<file path="src/sv/assert_macros.svh">
// ----------------------------------------------------------------------------
// assert_macros.svh
// Concurrent assertion shorthands used across the RTL.
// ----------------------------------------------------------------------------
`ifndef ASSERT_MACROS_SVH
`define ASSERT_MACROS_SVH

// Property that must hold at every clock edge outside reset
`define LBR_ASSERT(lbl, clk, rst, prop, msg) \
   lbl: assert property (@(posedge clk) disable iff (rst) (prop)) else $error(msg);

// Condition that must never be seen outside reset
`define LBR_ASSERT_NEVER(lbl, clk, rst, expr, msg) \
   lbl: assert property (@(posedge clk) disable iff (rst) !(expr)) else $error(msg);

`endif

</file>
<file path="src/sv/lbr_pkg.sv">
// ----------------------------------------------------------------------------
// lbr_pkg
// Types and constants shared by the bounded random generator modules.
// ----------------------------------------------------------------------------
package lbr_pkg;

   localparam int unsigned DATA_W = 16;
   localparam int unsigned LIM_W  = 15;

   localparam logic [DATA_W-1:0] SEED_RESET = 16'd1;
   localparam logic [DATA_W-1:0] SCALE_NUM  = 16'd32767;
   localparam logic [LIM_W-1:0]  LIMIT_MAX  = 15'd32766;

   localparam logic CMD_RAW     = 1'b0;
   localparam logic CMD_BOUNDED = 1'b1;

   typedef struct packed {
      logic              cmd;
      logic [DATA_W-1:0] limit;
   } req_type;

   typedef struct packed {
      logic [DATA_W-1:0] value;
      logic              limit_clamped;
   } rsp_type;

   // controller -> datapath
   typedef struct packed {
      logic load_req;
      logic raw_step;
      logic scale_start;
      logic take_divisor;
      logic draw_start;
      logic take_quotient;
      logic take_limit;
      logic out_load;
   } lbr_cmd_type;

   // datapath -> controller
   typedef struct packed {
      logic div_busy;
      logic fits;
      logic tries_done;
   } lbr_stat_type;

endpackage

</file>
<file path="src/sv/lbr_datapath.sv">
// ----------------------------------------------------------------------------
// lbr_datapath
// LFSR, request registers, shared bit-serial divider and output register.
// ----------------------------------------------------------------------------
module lbr_datapath
   import lbr_pkg::*;
(
   input  logic              clock,
   input  logic              reset,
   input  req_type           req,
   input  logic              csr_we,
   input  logic [DATA_W-1:0] csr_wdata,
   input  lbr_cmd_type       ctl,
   output lbr_stat_type      stat,
   output rsp_type           rsp
);

   logic [DATA_W-1:0] lfsr_ff, lfsr_in, lfsr_next;
   logic [LIM_W-1:0]  lim_ff, lim_in;
   logic              clamp_ff, clamp_in;
   logic [DATA_W-1:0] divisor_ff, divisor_in;
   logic [DATA_W-1:0] result_ff, result_in;
   logic [DATA_W:0]   tries_ff, tries_in;
   rsp_type           rsp_ff, rsp_in;

   logic              div_busy_ff, div_busy_in;
   logic [3:0]        div_cnt_ff, div_cnt_in;
   logic [DATA_W-1:0] div_rem_ff, div_rem_in;
   logic [DATA_W-1:0] div_quo_ff, div_quo_in;
   logic [DATA_W-1:0] div_dsr_ff, div_dsr_in;
   logic [DATA_W:0]   div_shift, div_diff;
   logic              div_ge;
   logic              over;

   // x^16 + x^14 + x^13 + x^11 + 1, shifting right
   assign lfsr_next = {lfsr_ff[0] ^ lfsr_ff[2] ^ lfsr_ff[3] ^ lfsr_ff[5],
                       lfsr_ff[DATA_W-1:1]};

   assign over = (req.limit > {1'b0, LIMIT_MAX});

   assign div_shift = {div_rem_ff, div_quo_ff[DATA_W-1]};
   assign div_diff  = div_shift - {1'b0, div_dsr_ff};
   assign div_ge    = (div_shift >= {1'b0, div_dsr_ff});

   always_comb begin
      lfsr_in     = lfsr_ff;
      lim_in      = lim_ff;
      clamp_in    = clamp_ff;
      divisor_in  = divisor_ff;
      result_in   = result_ff;
      tries_in    = tries_ff;
      rsp_in      = rsp_ff;
      div_busy_in = div_busy_ff;
      div_cnt_in  = div_cnt_ff;
      div_rem_in  = div_rem_ff;
      div_quo_in  = div_quo_ff;
      div_dsr_in  = div_dsr_ff;

      if (ctl.load_req) begin
         lim_in   = over ? LIMIT_MAX : req.limit[LIM_W-1:0];
         clamp_in = (req.cmd == CMD_BOUNDED) && over;
         tries_in = '0;
      end

      if (ctl.raw_step) begin
         lfsr_in   = lfsr_next;
         result_in = lfsr_next;
      end

      // one quotient bit a cycle
      if (div_busy_ff) begin
         div_rem_in = div_ge ? div_diff[DATA_W-1:0] : div_shift[DATA_W-1:0];
         div_quo_in = {div_quo_ff[DATA_W-2:0], div_ge};
         div_cnt_in = div_cnt_ff + 4'd1;
         if (div_cnt_ff == 4'hF) begin
            div_busy_in = 1'b0;
         end
      end

      if (ctl.scale_start) begin
         div_busy_in = 1'b1;
         div_cnt_in  = '0;
         div_rem_in  = '0;
         div_quo_in  = SCALE_NUM;
         div_dsr_in  = {1'b0, lim_ff} + 16'd1;
      end

      if (ctl.take_divisor) begin
         divisor_in = div_quo_ff;
      end

      if (ctl.draw_start) begin
         lfsr_in     = lfsr_next;
         tries_in    = tries_ff + 17'd1;
         div_busy_in = 1'b1;
         div_cnt_in  = '0;
         div_rem_in  = '0;
         div_quo_in  = lfsr_next;
         div_dsr_in  = divisor_ff;
      end

      if (ctl.take_quotient) begin
         result_in = div_quo_ff;
      end
      if (ctl.take_limit) begin
         result_in = {1'b0, lim_ff};
      end

      if (ctl.out_load) begin
         rsp_in.value         = result_ff;
         rsp_in.limit_clamped = clamp_ff;
      end

      // a seed write reloads the generator
      if (csr_we) begin
         lfsr_in = csr_wdata;
      end
   end

   always_ff @(posedge clock) begin
      if (reset) begin
         lfsr_ff     <= SEED_RESET;
         div_busy_ff <= 1'b0;
      end else begin
         lfsr_ff     <= lfsr_in;
         div_busy_ff <= div_busy_in;
      end
      lim_ff     <= lim_in;
      clamp_ff   <= clamp_in;
      divisor_ff <= divisor_in;
      result_ff  <= result_in;
      tries_ff   <= tries_in;
      rsp_ff     <= rsp_in;
      div_cnt_ff <= div_cnt_in;
      div_rem_ff <= div_rem_in;
      div_quo_ff <= div_quo_in;
      div_dsr_ff <= div_dsr_in;
   end

   assign stat.div_busy   = div_busy_ff;
   assign stat.fits       = (div_quo_ff <= {1'b0, lim_ff});
   assign stat.tries_done = tries_ff[DATA_W];
   assign rsp             = rsp_ff;

endmodule

</file>
<file path="src/sv/lbr_ctrl.sv">
// ----------------------------------------------------------------------------
// lbr_ctrl
// Sequencer for raw and bounded draws, and output handshake.
// ----------------------------------------------------------------------------
module lbr_ctrl
   import lbr_pkg::*;
(
   input  logic         clock,
   input  logic         reset,
   input  logic         req_valid,
   input  logic         req_cmd,
   output logic         req_ready,
   output logic         rsp_valid,
   input  logic         rsp_ready,
   input  lbr_stat_type stat,
   output lbr_cmd_type  ctl
);

   localparam logic [2:0] S_IDLE       = 3'd0;
   localparam logic [2:0] S_RAW        = 3'd1;
   localparam logic [2:0] S_SCALE_GO   = 3'd2;
   localparam logic [2:0] S_SCALE_WAIT = 3'd3;
   localparam logic [2:0] S_DRAW       = 3'd4;
   localparam logic [2:0] S_DRAW_WAIT  = 3'd5;
   localparam logic [2:0] S_DONE       = 3'd6;

   logic [2:0] state_ff, state_in;
   logic       rsp_valid_ff, rsp_valid_in;

   always_comb begin
      state_in  = state_ff;
      ctl       = '0;
      req_ready = 1'b0;
      case (state_ff)
         S_IDLE: begin
            req_ready = 1'b1;
            if (req_valid) begin
               ctl.load_req = 1'b1;
               state_in     = (req_cmd == CMD_BOUNDED) ? S_SCALE_GO : S_RAW;
            end
         end
         S_RAW: begin
            ctl.raw_step = 1'b1;
            state_in     = S_DONE;
         end
         S_SCALE_GO: begin
            ctl.scale_start = 1'b1;
            state_in        = S_SCALE_WAIT;
         end
         S_SCALE_WAIT: begin
            if (!stat.div_busy) begin
               ctl.take_divisor = 1'b1;
               state_in         = S_DRAW;
            end
         end
         S_DRAW: begin
            ctl.draw_start = 1'b1;
            state_in       = S_DRAW_WAIT;
         end
         S_DRAW_WAIT: begin
            if (!stat.div_busy) begin
               if (stat.fits) begin
                  ctl.take_quotient = 1'b1;
                  state_in          = S_DONE;
               end else if (stat.tries_done) begin
                  // saturate to the limit once the retry budget is spent
                  ctl.take_limit = 1'b1;
                  state_in       = S_DONE;
               end else begin
                  state_in = S_DRAW;
               end
            end
         end
         S_DONE: begin
            if (!rsp_valid_ff || rsp_ready) begin
               ctl.out_load = 1'b1;
               state_in     = S_IDLE;
            end
         end
         default: begin
            state_in = S_IDLE;
         end
      endcase
   end

   assign rsp_valid_in = ctl.out_load || (rsp_valid_ff && !rsp_ready);

   always_ff @(posedge clock) begin
      if (reset) begin
         state_ff     <= S_IDLE;
         rsp_valid_ff <= 1'b0;
      end else begin
         state_ff     <= state_in;
         rsp_valid_ff <= rsp_valid_in;
      end
   end

   assign rsp_valid = rsp_valid_ff;

endmodule

</file>
<file path="src/sv/lfsr_bounded_random.sv">
// A 16-bit LFSR random source with raw and bounded draws. A raw draw steps the LFSR into
// result_ff and then loads the output register from S_DONE once it is free. A bounded
// draw repeats an LFSR step and a trial division until a quotient falls within the limit
// (about two tries on average): one restoring divider, one quotient bit a cycle, serves
// both the scale divisor and every trial quotient. One request is in flight at a time;
// the next may be accepted while the previous result waits in the output register. A
// limit above 32766 is clamped and flagged. Writing the seed over csr reloads the
// generator; a zero seed yields zero for every draw.
// ----------------------------------------------------------------------------
// lfsr_bounded_random
// Top level: request, response and seed write channels.
// ----------------------------------------------------------------------------
`include "assert_macros.svh"

module lfsr_bounded_random
   import lbr_pkg::*;
(
   input  logic              clock,
   input  logic              reset,
   input  logic              req_valid,
   output logic              req_ready,
   input  req_type           req,
   output logic              rsp_valid,
   input  logic              rsp_ready,
   output rsp_type           rsp,
   input  logic              csr_valid,
   output logic              csr_ready,
   input  logic [DATA_W-1:0] csr_wdata
);

   lbr_cmd_type  ctl;
   lbr_stat_type stat;
   logic         csr_we;

   assign csr_ready = 1'b1;
   assign csr_we    = csr_valid && csr_ready;

   lbr_ctrl u_ctrl (
      .clock     (clock),
      .reset     (reset),
      .req_valid (req_valid),
      .req_cmd   (req.cmd),
      .req_ready (req_ready),
      .rsp_valid (rsp_valid),
      .rsp_ready (rsp_ready),
      .stat      (stat),
      .ctl       (ctl)
   );

   lbr_datapath u_datapath (
      .clock     (clock),
      .reset     (reset),
      .req       (req),
      .csr_we    (csr_we),
      .csr_wdata (csr_wdata),
      .ctl       (ctl),
      .stat      (stat),
      .rsp       (rsp)
   );

   `LBR_ASSERT(a_busy_after_accept, clock, reset, (req_valid && req_ready) |=> !req_ready, "request accepted while a draw is still running")
   `LBR_ASSERT_NEVER(a_div_restart, clock, reset, (ctl.scale_start || ctl.draw_start) && stat.div_busy, "divider restarted while busy")
   `LBR_ASSERT(a_clamped_range, clock, reset, (rsp_valid && rsp.limit_clamped) |-> (rsp.value <= {1'b0, LIMIT_MAX}), "clamped draw exceeds the maximum limit")

endmodule

</file>
<file path="config.mk">
export PLATFORM = sky130hd
export DESIGN_NAME = lfsr_bounded_random
export DESIGN_NICKNAME = d
export VERILOG_FILES = /design/src/sv/lbr_pkg.sv /design/src/sv/lbr_datapath.sv /design/src/sv/lbr_ctrl.sv /design/src/sv/lfsr_bounded_random.sv
export VERILOG_INCLUDE_DIRS = /design/src /design/src/sv
export SDC_FILE = /design/constraint.sdc
export NUM_CORES = 1
export LEC_CHECK = 0
export BUFFER_PORTS_ARGS = -buffer_cell sky130_fd_sc_hd__clkbuf_2
export CORE_AREA = 2 2 186 188
export CTS_CLUSTER_SIZE = 14
export DETAILED_ROUTE_END_ITERATION = 6
export DIE_AREA = 0 0 188 190
export GPL_TIMING_DRIVEN = 0
export PLACE_DENSITY = 0.42
export SYNTH_ARGS = -nofsm -noshare
export SYNTH_HDL_FRONTEND = slang
export SYNTH_SLANG_ARGS = --single-unit
</file>
<file path="constraint.sdc">
create_clock -name clock -period 3.37 [get_ports clock]
set_input_delay 0.1685 -clock clock [delete_from_list [all_inputs] [get_ports clock]]
set_output_delay 0.1685 -clock clock [all_outputs]
set_load 0.005 [all_outputs]
</file>
==> run metrics <==
register-to-register setup slack=0.30 ns; Max Slew Vio Count=0; Antenna Nets Post-Route=0; Synth Cell Area=8350 sq um; Hold Path End=u_datapath.lim_ff[6]$_SDFFCE_PN1P_; outcome=finished, final reports clean; 1st-iter DRT viols=345; clk root buf=clkbuf_16; hold_sp=req[6]; clk sinks=155; total track usage=0.131; EDFF count, synth=113; pwr dens=908 nW/um^2; FF-to-FF Start=u_datapath.lim_ff[12]$_SDFFCE_PN1P_; sequential cell fraction of total power=0.378; starting density of the core=0.246; Place WS=0.0865 ns; Clock power frac=0.215; Synth warnings=0; Least-Margin Pin Slew=0.952 ns; area occupied by multi-input gates=3760 sq um; worst reg2reg path depth=8; Via Count=6266; antenna fix cells=0; Syn Area/Cell=10.7 sq um; global-route wire length before repair=36200 um; final non-filler cell area=9870 sq um; Power Total=8.96 mW; RSZ-0062 raised after global routing=no; drt drc=0; number of cell rows=68; hold depth=2; Final Hold Viols=0; HP Class=primary input to register; Die Area=35700 sq um; FILL cells=3538; crit path launch type=register; GPL Wtd Cong=0.788; cell with the most instances after synthesis=edfxtp_1; Crit Path Class=register to register; sequential cell area=4230 sq um; ys async rst share=0; Achievable Freq=326 MHz; Internal=5.29 mW; sequential fraction of the synthesis area=0.507; clk buf depth=2; Syn Nets=857; IO Pins=58; Final nets=937; crit path DAT=3.16 ns; post-route clock period utilization=0.911; cell taking the most area after synthesis=edfxtp_1; Setup crit end kind=register; Die X-Extent=188 um; top-area cell type share of the netlist area=0.406; Req. time, crit path=3.46 ns; Peak supply drop=0.000301 V; Core Area=33900 sq um; cts bufs inserted=17; leakage=3.67 nW; Final Hold Slack=0.0165 ns; Clock transition at path regs=0.07 ns; layout cells sized above 1=0.163; dominant cells by area after synthesis=edfxtp_1 (41%), dfxtp_1 (10%), ha_1 (5.1%), o21ai_0 (4.0%), xnor2_1 (2.4%); area grow syn2layout=18.2%; pin count of the biggest net entering global routing=19; CTS tree=done; r2r endpoint=u_datapath.result_ff[8]$_DFFE_PP_; switching pwr=3.67 mW; top post-synthesis cells by count=edfxtp_1 (113), o21ai_0 (66), nor2_1 (53); vias in the first global route=6282; initial antenna violation count=1; total grt overflow=0; CP max FO=15; synth unique cells=64; Max-cap violations=0; DP HPWL=17500 um; post-placement cell area=9250 sq um; DR pass1 iterations=5; Total Routed Length=23100 um; Die Y=190 um; postcts setup bufs=0; Rel. slew slack=0.366; Worst Clk Skew=0.0125 ns; Sw Share=0.410; Worst-Skew Late Latency=0.43 ns; Gate power share=0.407; ys flop type=edfxtp_1; H-tree level count=4; worst setup margin=0.301 ns; # setup viols final=0; CP startpoint=u_datapath.lim_ff[12]$_SDFFCE_PN1P_; I/O Buffers=55; #FFs+latches synth=155; cell count after synthesis=784; DR WL/cell=17.4 um; Tmin final=3.07 ns; DR vias/cell=4.70
==> flip-flops by register name, summed over array words and instances, names as in the netlist <==
signal	cells
u_ctrl.rsp_valid	1
u_ctrl.state_ff	3
u_datapath.clamp_ff	1
u_datapath.div_busy_ff	1
u_datapath.div_cnt_ff	4
u_datapath.div_dsr_ff	16
u_datapath.div_quo_ff	16
u_datapath.div_rem_ff	16
u_datapath.divisor_ff	16
u_datapath.lfsr_ff	16
u_datapath.lim_ff	15
u_datapath.result_ff	16
u_datapath.rsp	17
u_datapath.tries_ff	17
==> worst max-delay path: stages (launching register included) <==
cell	delay [ns]
edfxtp_1	0.49
inv_1	0.13
ha_1	0.29
nand4_1	0.28
nor4_4	0.62
o21bai_1	0.17
o31ai_4	0.16
buf_6	0.22
nand2b_2	0.37
==> repair_timing <==
action	CTS	global route
gates resized for setup	0	1
hold buffers	2	0
setup endpoints to repair	0	15
endpoints found under the hold margin	2	0
==> placed cells by master, fill, tap and decap left out, drive strengths merged, types with 21 or more instances in the layout <==
master  Yosys  layout
buf        17      21
o21ai      70      70
dfxtp      42      42
nand2      44      44
clkbuf     31     103
a31oi      21      21
nand3      33      33
inv        38      46
edfxtp    113     113
a21oi      22      22
nor2       53      53
xnor2      23      23
ha         34      34
==> power by group through the flow <==
stage | sequential, mW | combinational (mW) | clock, mW
after detailed placement | 3.44 | 3.64 | 0
after CTS | 3.40 | 3.67 | 1.99
after floorplan | 3.21 | 2.66 | 0
after global routing | 3.46 | 4.11 | 2.06
final | 3.39 | 3.64 | 1.93
after global placement | 3.44 | 3.62 | 0
==> kinds of logic (layout without fill, tap and decap cells) <==
group	after synthesis	in the layout	synth area share
flip-flops	155	155	0.507
multiplexers	20	20	0.0240
AO/OA/AOI/OAI	200	200	0.167
other	1	1	0.000449
AND/OR/NAND/NOR	247	247	0.162
buffers and inverters	86	179	0.0450
XOR/XNOR	40	40	0.0420
adder cells (fa/ha/maj)	35	35	0.0533
==> per-layer routing <==
metal  vias up  GRT usage  routed length (um)
met5         -          0                   0
met3        17     0.0177                 665
li1       3106          -                   -
met1      3044      0.182               11400
met2        99      0.215               10800
met4         0     0.0348                 265
==> layout make-up <==
class	count	share of cell area
Multi-Input combinational cell	543	0.380
Sequential cell	155	0.429
Clock inverter	15	0.0177
Timing Repair Buffer	61	0.0341
Buffer	48	0.0236
Tap cell	455	0.0577
Clock buffer	17	0.0431
Inverter	38	0.0144
==> worst max-delay path by stage <==
stage,cells past startpoint,endpoint,slack [ns]
finish,8,u_datapath.result_ff[8]$_DFFE_PP_,0.30
global route,9,u_datapath.result_ff[8]$_DFFE_PP_,0.04
CTS,8,u_datapath.result_ff[8]$_DFFE_PP_,0.07
detailed placement,8,u_datapath.result_ff[5]$_DFFE_PP_,0.09
global placement,4,u_datapath.divisor_ff[4]$_DFFE_PP_,-0.11
floorplan,7,u_datapath.result_ff[0]$_DFFE_PP_,0.70
==> metrics by stage <==
step           utilization  cells  TNS, ns
2_1_floorplan            -    784        0
3_3_place_gp         0.271   1294    -1.75
3_5_place_dp         0.272   1298        0
4_1_cts              0.291   1332        0
5_1_grt              0.291   1332        0
6_report             0.291   1332        0
(Power assumes the default switching activity.)
